===== config.mk =====
export PLATFORM = sky130hd
export DESIGN_NAME = wildcard_substring_match_flat
export DESIGN_NICKNAME = d
export VERILOG_FILES = /design/src/rtl/wsm_pkg.sv /design/src/rtl/wsm_text_if.sv /design/src/rtl/wsm_result_if.sv /design/src/rtl/wsm_pattern_regs.sv /design/src/rtl/wsm_match_core.sv /design/src/rtl/wildcard_substring_match.sv /design/src/flat_wrapper.sv
export SDC_FILE = /design/constraint.sdc
export NUM_CORES = 1
export LEC_CHECK = 0
export BUFFER_PORTS_ARGS = -buffer_cell sky130_fd_sc_hd__buf_2
export CAP_MARGIN = 25
export CORE_MARGIN = 3
export CORE_UTILIZATION = 28
export DETAILED_ROUTE_END_ITERATION = 16
export GPL_TIMING_DRIVEN = 0
export SETUP_SLACK_MARGIN = 0.05
export SLEW_MARGIN = 20
export SYNTH_ARGS = -nofsm -noshare
export SYNTH_HDL_FRONTEND = slang
export SYNTH_HIERARCHICAL = 1
export SYNTH_SLANG_ARGS = --single-unit

===== constraint.sdc =====
create_clock -name i_clk -period 10.5 [get_ports i_clk]
set_input_delay 0.525 -clock i_clk [delete_from_list [all_inputs] [get_ports i_clk]]
set_output_delay 0.525 -clock i_clk [all_outputs]
set_load 0.02 [all_outputs]

===== src/rtl/wsm_pkg.sv =====
package wsm_pkg;

    // fixed field and register widths
    localparam int BYTE_W         = 8;
    localparam int WORD_W         = 64;
    localparam int NUM_WORDS      = 4;
    localparam int CHARS_PER_WORD = WORD_W / BYTE_W;
    localparam int MAX_CHARS      = NUM_WORDS * CHARS_PER_WORD;
    localparam int LEN_W          = 6;
    localparam int CFG_IDX_W      = 3;

    // default pattern capacity
    localparam int DEF_PATTERN_CHARS = MAX_CHARS;

    // special characters
    localparam logic [BYTE_W-1:0] STAR_CHAR    = 8'h2A;
    localparam logic [BYTE_W-1:0] ANY_CHAR     = 8'h3F;
    localparam logic [BYTE_W-1:0] NEWLINE_CHAR = 8'h0A;
    localparam logic [BYTE_W-1:0] LOWER_A      = 8'h61;
    localparam logic [BYTE_W-1:0] LOWER_Z      = 8'h7A;
    localparam logic [BYTE_W-1:0] CASE_OFFSET  = 8'h20;

    // configuration register indexes
    typedef enum logic [CFG_IDX_W-1:0] {
        REG_WORD_0 = 3'd0,
        REG_WORD_1 = 3'd1,
        REG_WORD_2 = 3'd2,
        REG_WORD_3 = 3'd3,
        REG_LENGTH = 3'd4
    } t_cfg_reg;

    // lower-case ascii letters map to upper case, everything else is kept
    function automatic logic [BYTE_W-1:0] fold_case(input logic [BYTE_W-1:0] c);
        logic [BYTE_W-1:0] r;
        begin
            r = c;
            if (c >= LOWER_A && c <= LOWER_Z) begin
                r = c - CASE_OFFSET;
            end
            return r;
        end
    endfunction

endpackage


===== src/rtl/wsm_text_if.sv =====
interface wsm_text_if;
    logic                        valid;
    logic                        ready;
    logic [wsm_pkg::BYTE_W-1:0]  text_byte;
    logic                        last_byte;

    modport source (output valid, output text_byte, output last_byte, input ready);
    modport sink   (input valid, input text_byte, input last_byte, output ready);
endinterface


===== src/rtl/wsm_result_if.sv =====
interface wsm_result_if;
    logic valid;
    logic ready;
    logic matched;

    modport source (output valid, output matched, input ready);
    modport sink   (input valid, input matched, output ready);
endinterface


===== src/rtl/wsm_pattern_regs.sv =====
module wsm_pattern_regs #(
    parameter int PATTERN_CHARS = wsm_pkg::DEF_PATTERN_CHARS
) (
    input  logic                          i_clk,
    input  logic                          i_rst_n,
    input  logic                          i_cfg_we,
    input  logic [wsm_pkg::CFG_IDX_W-1:0] i_cfg_index,
    input  logic [wsm_pkg::WORD_W-1:0]    i_cfg_data,
    output logic [PATTERN_CHARS-1:0]      o_star_mask,
    output logic [PATTERN_CHARS-1:0]      o_any_mask,
    output logic [wsm_pkg::BYTE_W-1:0]    o_pat_fold [PATTERN_CHARS],
    output logic [wsm_pkg::LEN_W-1:0]     o_len
);
    import wsm_pkg::*;

    logic [BYTE_W-1:0] r_pat [PATTERN_CHARS];
    logic [LEN_W-1:0]  r_len;

    // pattern bytes, each written from its slot of its word
    for (genvar k = 0; k < PATTERN_CHARS; k++) begin : g_char
        localparam logic [CFG_IDX_W-1:0] WIDX =
            CFG_IDX_W'(int'(REG_WORD_0) + k / CHARS_PER_WORD);
        localparam int LSB = BYTE_W * (k % CHARS_PER_WORD);

        always_ff @(posedge i_clk) begin
            if (!i_rst_n) begin
                r_pat[k] <= '0;
            end else if (i_cfg_we && i_cfg_index == WIDX) begin
                r_pat[k] <= i_cfg_data[LSB +: BYTE_W];
            end
        end

        // character classes for the matcher
        assign o_star_mask[k] = (r_pat[k] == STAR_CHAR);
        assign o_any_mask[k]  = (r_pat[k] == ANY_CHAR);
        assign o_pat_fold[k]  = fold_case(r_pat[k]);
    end

    // pattern length register
    always_ff @(posedge i_clk) begin
        if (!i_rst_n) begin
            r_len <= '0;
        end else if (i_cfg_we && i_cfg_index == REG_LENGTH) begin
            r_len <= i_cfg_data[LEN_W-1:0];
        end
    end

    // lengths beyond capacity use the full pattern
    assign o_len = (r_len > LEN_W'(PATTERN_CHARS)) ? LEN_W'(PATTERN_CHARS) : r_len;

endmodule


===== src/rtl/wsm_match_core.sv =====
module wsm_match_core #(
    parameter int PATTERN_CHARS = wsm_pkg::DEF_PATTERN_CHARS
) (
    input  logic                       i_clk,
    input  logic                       i_rst_n,
    wsm_text_if.sink                   i_text,
    wsm_result_if.source               o_result,
    input  logic [PATTERN_CHARS-1:0]   i_star_mask,
    input  logic [PATTERN_CHARS-1:0]   i_any_mask,
    input  logic [wsm_pkg::BYTE_W-1:0] i_pat_fold [PATTERN_CHARS],
    input  logic [wsm_pkg::LEN_W-1:0]  i_len
);
    import wsm_pkg::*;

    // input stage
    logic               r_in_valid;
    logic [BYTE_W-1:0]  r_byte;
    logic               r_last;
    // automaton state
    logic [PATTERN_CHARS-1:0] r_active;
    logic                     r_seen;
    // result stage
    logic r_out_valid;
    logic r_matched;

    logic advance;
    logic in_take;

    logic [PATTERN_CHARS-1:0] len_mask;
    logic [PATTERN_CHARS-1:0] last_pos;
    logic [PATTERN_CHARS-1:0] lit_hit;
    logic [PATTERN_CHARS-1:0] act;
    logic [PATTERN_CHARS-1:0] star_go;
    logic [PATTERN_CHARS:0]   star_sum;
    logic [PATTERN_CHARS:0]   star_carry;
    logic [PATTERN_CHARS-1:0] act_open;
    logic [PATTERN_CHARS-1:0] n_active;
    logic                     hit;
    logic [BYTE_W-1:0]        text_fold;

    // handshake: a byte that ends no text never waits on the result side
    assign advance  = r_in_valid && (!r_last || !r_out_valid || o_result.ready);
    assign in_take  = i_text.valid && i_text.ready;
    assign i_text.ready = !r_in_valid || advance;

    assign text_fold = fold_case(r_byte);

    // per-position length window, final position and literal compare
    for (genvar i = 0; i < PATTERN_CHARS; i++) begin : g_pos
        assign len_mask[i] = (LEN_W'(i) < i_len);
        assign last_pos[i] = (i_len == LEN_W'(i + 1));
        assign lit_hit[i]  = !i_star_mask[i] &&
                             (i_any_mask[i] || (i_pat_fold[i] == text_fold));
    end

    // star closure: an active star also opens the following position,
    // carried along runs of stars by one add over the star mask
    assign act        = ({{(PATTERN_CHARS-1){1'b0}}, 1'b1} | r_active) & len_mask;
    assign star_go    = act & i_star_mask;
    assign star_sum   = {1'b0, i_star_mask} + {1'b0, star_go};
    assign star_carry = star_sum ^ {1'b0, i_star_mask} ^ {1'b0, star_go};
    assign act_open   = (act | star_carry[PATTERN_CHARS-1:0]) & len_mask;

    // step all positions on the current byte
    always_comb begin
        n_active = '0;
        hit      = 1'b0;
        if (i_len == '0) begin
            hit = 1'b1;
        end else if (r_byte != NEWLINE_CHAR) begin
            n_active = ((act_open & i_star_mask) | ((act_open & lit_hit) << 1)) & len_mask;
            hit      = |(act_open & (i_star_mask | lit_hit) & last_pos);
        end
    end

    // input register
    always_ff @(posedge i_clk) begin
        if (!i_rst_n) begin
            r_in_valid <= 1'b0;
        end else if (in_take) begin
            r_in_valid <= 1'b1;
        end else if (advance) begin
            r_in_valid <= 1'b0;
        end
    end

    always_ff @(posedge i_clk) begin
        if (in_take) begin
            r_byte <= i_text.text_byte;
            r_last <= i_text.last_byte;
        end
    end

    // automaton state, cleared at the end of each text
    always_ff @(posedge i_clk) begin
        if (!i_rst_n) begin
            r_active <= '0;
            r_seen   <= 1'b0;
        end else if (advance) begin
            if (r_last) begin
                r_active <= '0;
                r_seen   <= 1'b0;
            end else begin
                r_active <= n_active;
                r_seen   <= r_seen | hit;
            end
        end
    end

    // result register
    always_ff @(posedge i_clk) begin
        if (!i_rst_n) begin
            r_out_valid <= 1'b0;
        end else if (advance && r_last) begin
            r_out_valid <= 1'b1;
        end else if (o_result.ready) begin
            r_out_valid <= 1'b0;
        end
    end

    always_ff @(posedge i_clk) begin
        if (advance && r_last) begin
            r_matched <= r_seen | hit;
        end
    end

    assign o_result.valid   = r_out_valid;
    assign o_result.matched = r_matched;

    // a new result appears only after a final byte went through
    a_result_source: assert property (@(posedge i_clk) disable iff (!i_rst_n)
        $rose(r_out_valid) |-> $past(advance && r_last))
        else $error("result without a final byte");

    // state is back to reset after each text
    a_state_cleared: assert property (@(posedge i_clk) disable iff (!i_rst_n)
        advance && r_last |=> (r_active == '0) && !r_seen)
        else $error("state not cleared after text end");

    // an empty pattern matches every text
    a_empty_match: assert property (@(posedge i_clk) disable iff (!i_rst_n)
        advance && r_last && (i_len == '0) |=> r_out_valid && r_matched)
        else $error("empty pattern did not match");

    // the input stage stalls only behind a held result
    a_stall_cause: assert property (@(posedge i_clk) disable iff (!i_rst_n)
        r_in_valid && !advance |-> r_last && r_out_valid && !o_result.ready)
        else $error("input stage stalled without cause");

endmodule


===== src/rtl/wildcard_substring_match.sv =====
// Wildcard substring matcher. Text arrives one byte per request on i_text,
// with last_byte marking the final byte; for that byte alone one result
// request leaves on o_result, matched = 1 if the configured pattern matched
// anywhere in the text within a single line. Letters compare without case,
// '?' takes one character, '*' zero or more (one or more if trailing);
// nothing matches newline, and an empty pattern matches any text.
// The user must load the pattern through the write port (words 0-3, then
// length) while no text is in flight; the block itself does not enforce it.
// A new byte is accepted every cycle; a text's result is registered once its
// final byte leaves the input register. The rate is set by the combinational
// update of all pattern positions (per-position compare plus one carry-chain
// add for star runs) between the input and result registers; only a final
// byte waits, and only while a previous result is not taken.
module wildcard_substring_match #(
    parameter int PATTERN_CHARS = wsm_pkg::DEF_PATTERN_CHARS
) (
    input  logic                          i_clk,
    input  logic                          i_rst_n,
    wsm_text_if.sink                      i_text,
    wsm_result_if.source                  o_result,
    input  logic                          i_cfg_we,
    input  logic [wsm_pkg::CFG_IDX_W-1:0] i_cfg_index,
    input  logic [wsm_pkg::WORD_W-1:0]    i_cfg_data
);
    import wsm_pkg::*;

    logic [PATTERN_CHARS-1:0] star_mask;
    logic [PATTERN_CHARS-1:0] any_mask;
    logic [BYTE_W-1:0]        pat_fold [PATTERN_CHARS];
    logic [LEN_W-1:0]         pat_len;

    // pattern registers and character classes
    wsm_pattern_regs #(
        .PATTERN_CHARS (PATTERN_CHARS)
    ) u_pattern_regs (
        .i_clk       (i_clk),
        .i_rst_n     (i_rst_n),
        .i_cfg_we    (i_cfg_we),
        .i_cfg_index (i_cfg_index),
        .i_cfg_data  (i_cfg_data),
        .o_star_mask (star_mask),
        .o_any_mask  (any_mask),
        .o_pat_fold  (pat_fold),
        .o_len       (pat_len)
    );

    // bit-parallel matcher
    wsm_match_core #(
        .PATTERN_CHARS (PATTERN_CHARS)
    ) u_match_core (
        .i_clk       (i_clk),
        .i_rst_n     (i_rst_n),
        .i_text      (i_text),
        .o_result    (o_result),
        .i_star_mask (star_mask),
        .i_any_mask  (any_mask),
        .i_pat_fold  (pat_fold),
        .i_len       (pat_len)
    );

endmodule


===== src/flat_wrapper.sv =====
// flat-port wrapper written by rule: the top's interface ports become plain ports
module wildcard_substring_match_flat import wsm_pkg::*;
#(
    parameter int PATTERN_CHARS = wsm_pkg::DEF_PATTERN_CHARS
)
  (i_clk, i_rst_n, i_cfg_we, i_cfg_index, i_cfg_data, i_text_valid, i_text_text_byte, i_text_last_byte, i_text_ready, o_result_valid, o_result_matched, o_result_ready);
  wsm_text_if i_text_i ();
  wsm_result_if o_result_i ();
  input  logic i_clk;
  input  logic i_rst_n;
  input  logic i_cfg_we;
  input  logic [wsm_pkg::CFG_IDX_W-1:0] i_cfg_index;
  input  logic [wsm_pkg::WORD_W-1:0] i_cfg_data;
  input wire logic [$bits(i_text_i.valid)-1:0] i_text_valid;
  input wire logic [$bits(i_text_i.text_byte)-1:0] i_text_text_byte;
  input wire logic [$bits(i_text_i.last_byte)-1:0] i_text_last_byte;
  output wire logic [$bits(i_text_i.ready)-1:0] i_text_ready;
  output wire logic [$bits(o_result_i.valid)-1:0] o_result_valid;
  output wire logic [$bits(o_result_i.matched)-1:0] o_result_matched;
  input wire logic [$bits(o_result_i.ready)-1:0] o_result_ready;
  assign i_text_i.valid = i_text_valid;
  assign i_text_i.text_byte = i_text_text_byte;
  assign i_text_i.last_byte = i_text_last_byte;
  assign i_text_ready = i_text_i.ready;
  assign o_result_valid = o_result_i.valid;
  assign o_result_matched = o_result_i.matched;
  assign o_result_i.ready = o_result_ready;
  wildcard_substring_match #(.PATTERN_CHARS(PATTERN_CHARS)) u_core (.i_clk(i_clk), .i_rst_n(i_rst_n), .i_text(i_text_i), .o_result(o_result_i), .i_cfg_we(i_cfg_we), .i_cfg_index(i_cfg_index), .i_cfg_data(i_cfg_data));
endmodule

==> run_results.csv <==
group,metric,value,unit
floorplanning,fp.dieW,300,um
placed_design,place_ws,3.74,ns
synth,synthArstFlopShare,0,%
route,ant_nets,0,
cts,cts_resized,0,
setup_path,end_kind,"flop",
route,drc,0,
setup_path,arrival,7.18,ns
setup_path,r2r_start,"u_core/u_match_core/r_byte[6]$_DFFE_PP_",
sta,drv_slew,0,
global_routing,grt_max_degree,25,
synth,ys_warn_count,6,
route,wl_per_cell,24.3,um
cts,cts-root-buf,"clkbuf_16",
setup_path,cp_max_fo,10,
synth,yosysTopAreaCell,"edfxtp_1",
setup_path,path_cells,"clkbuf_1 -> inv_1 -> clkbuf_1 -> ha_1 -> clkbuf_1 -> a31oi_1 -> a21oi_1 -> nand2_1 -> buf_4 -> xor2_1 -> a41oi_2 -> a21oi_1 -> a2111o_1 -> nor4_1 -> nand4_1 -> o21ai_1 -> nand3b_1",
power_and_ir_drop,ir_worst_vdd,0.0000841,V
placed_design,place.gp.congestion,1.04,
power_and_ir_drop,comb_power_share,17.1,%
floorplanning,initial_core_util,28.3,%
synth,syn_area,24200,um2
floorplanning,boundaryPins,84,
setup_path,slowest_stage,"clkbuf_1",
sta,finalClockSkew,0.0372,ns
cts,cts_tree,"yes",
synth,yosys_most_used_dff,"edfxtp_1",
global_routing,grt_overflow,0,
cts,cts.clk_slew.worst_paths,0.06,ns
synth,yosysSeqAreaShare,36.3,%
synth,postSynthCellCount,2689,
sta,holdWs,0.108,ns
final_layout,final_common_cell,"and2_1",
sta,finalCriticalPeriod,6.87,ns
final_layout,nets,2963,
global_routing,first_global_vias,21400,
setup_path,required,10.81,ns
sta,tightest_slew,1.22,ns
hold_path,hp-start,"i_text_text_byte[7]",
floorplanning,fp.dieArea,90000,um2
power_and_ir_drop,cell_internal_pwr,2400,uW
cts,cts_buffers,38,
route,drt_first_pass_iters,6,
synth,synth_fp_nets,2804,
final_layout,drive_above_1_share,15.8,%
route,wl,97800,um
sta,max_freq,0.146,GHz
route,avgViaCountPerCell,5.61,
power_and_ir_drop,power.leakage,0.0102,uW
synth,ys_seq_elements,306,
synth,synth_area_leaders,"edfxtp_1 (33%), and2_1 (7.2%), buf_4 (5.0%), xnor2_1 (3.9%), xor2_1 (3.3%)",
sta,rsz0062_at_grt,"false",
power_and_ir_drop,p_sw_share,29.2,%
setup_path,crit_top_cell,"clkbuf_1",
cts,post_cts_buffers,0,
global_routing,grt_pass1_wl,141000,um
sta,tns,0,ns
cts,ctsHoldBuffers,0,
route,drt-initial-drc-count,2887,
placed_design,io_buffers,83,
synth,avgSynthCellArea,9.00,um2
synth,synth_top_area_share,33.0,%
sta,setup_violations,0,
synth,yosysUniqueCellTypes,99,
final_layout,final_cell_mix,"and2_1 (278), edfxtp_1 (266), buf_4 (176)",
cts,cts_htree_levels,2,
sta,setup_ws,3.63,ns
floorplanning,core,85400,um2
setup_path,critPathMaxStageDelay,0.67,ns
setup_path,crit_type,"flop to flop",
flow_run,drv_cap,0,
floorplanning,num_rows,107,
route,via_count,22600,
power_and_ir_drop,p_per_area,121,nW/um2
hold_path,hp-class,"input port to flop",
power_and_ir_drop,power.switching,990,uW
power_and_ir_drop,clkPwrFrac,39.3,%
cts,cts_sinks,306,
setup_path,critPathLaunchType,"flop",
setup_path,crit_start,"u_core/u_match_core/r_byte[6]$_DFFE_PP_",
power_and_ir_drop,power_frac_seq,43.6,%
sta,hold_viol_final,0,
sta,period_share,65.4,%
cts,clockBufferDepth,3,
synth,synth_edf_count,266,
cts,clk_latency,0.60,ns
final_layout,area_growth_syn_to_layout,15.7,%
global_routing,antenna_found_initial,5,
sta,maxSlewHeadroom,17.7,%
placed_design,place_hpwl,75200,um
floorplanning,die_y,300,um
global_routing,gr-usage-all-layers,21.0,%
run_status,outcome,"finished, final reports clean",
==> sequential cells by signal, indices dropped and copies added (netlist names) <==
name                                  count
u_core/u_pattern_regs/r_len               6
u_core/u_match_core/r_last                1
u_core/u_match_core/o_result.valid        1
u_core/u_match_core/r_in_valid            1
u_core/u_match_core/r_byte                8
u_core/u_match_core/r_active             31
u_core/u_pattern_regs/r_pat             256
u_core/u_match_core/o_result.matched      1
u_core/u_match_core/r_seen                1
==> cell families after synthesis <==
group,share of synthesized area (%)
adders and majority gates,1.76
muxes,0.419
AOI/OAI and AO/OA,20.2
and+or+nand+nor,24.5
buffers and inverters,9.65
DFF,36.3
xor gates and xnor gates,7.20
==> final timing paths <==
path                                                                       end  slack, ns  cells past startpoint
worst max-delay path            u_core/u_match_core/o_result.matched$_DFFE_PP_       3.63                     17
worst min-delay path                   u_core/u_match_core/r_byte[7]$_DFFE_PP_       0.11                      1
worst max register to register  u_core/u_match_core/o_result.matched$_DFFE_PP_       3.63                     17
worst min register to register   u_core/u_match_core/r_active[29]$_SDFFE_PN0P_       0.48                      2
==> stage by stage <==
| stage | cell area (um2) | total power, uW | instances | utilization [%] |
|---|---|---|---|---|
| after floorplan | 24200 | 1850 | 2689 | - |
| after global placement | 26100 | 2050 | 3916 | 30.5 |
| after detailed placement | 26700 | 2070 | 3951 | 31.3 |
| after CTS | 28000 | 3410 | 4020 | 32.7 |
| after global routing | 28000 | 3520 | 4021 | 32.8 |
| final | 28000 | 3390 | 4027 | 32.8 |
==> cell type report <==
type | instances | area, um2
diodes | 6 | 15.0
flip-flops and latches | 306 | 8790
repair buffers | 119 | 856
fillers | 8921 | 57400
clock buffers | 46 | 981
clock inverters | 23 | 264
multi-input cells | 1940 | 13300
inverters | 163 | 612
well taps | 1144 | 1430
plain buffers | 280 | 1730
==> power groups by stage <==
stage	combinational, uW	sequential (uW)	clock [uW]
2_1_floorplan	370	1480	0
3_3_place_gp	537	1510	0
3_5_place_dp	567	1500	0
4_1_cts	570	1470	1370
5_1_grt	620	1490	1410
6_report	580	1480	1330
==> synthesized netlist by cell type (all sizes together) (40+ instances only) <==
| cell | n |
|---|---|
| a21oi | 87 |
| a31oi | 59 |
| and2 | 278 |
| buf | 203 |
| clkbuf | 77 |
| dfxtp | 40 |
| edfxtp | 266 |
| inv | 163 |
| nand2 | 145 |
| nand2b | 59 |
| nand3 | 91 |
| nor2 | 137 |
| nor3 | 103 |
| nor4 | 51 |
| o21ai | 88 |
| or3 | 40 |
| xnor2 | 107 |
| xor2 | 92 |
==> worst max-delay path: cells and delay by family, from the launching register on <==
family / cells / cell delay, ns
simple gates: 4 / 1.40
compound gates: 6 / 1.86
xor+xnor: 1 / 0.19
buf+inv: 5 / 2.31
fa+ha+maj: 1 / 0.27
flops: 1 / 0.52
==> per-layer routing <==
| metal | up-vias | track usage, % | share of wire, % |
|---|---|---|---|
| met1 | 11000 | 26.0 | 39 |
| li1 | 10200 | - | - |
| met3 | 262 | 5.26 | 9.7 |
| met4 | 0 | 10.9 | 5.7 |
| met2 | 1157 | 33.9 | 45 |
| met5 | - | 0 | 0 |
(Power assumes the default switching activity.)
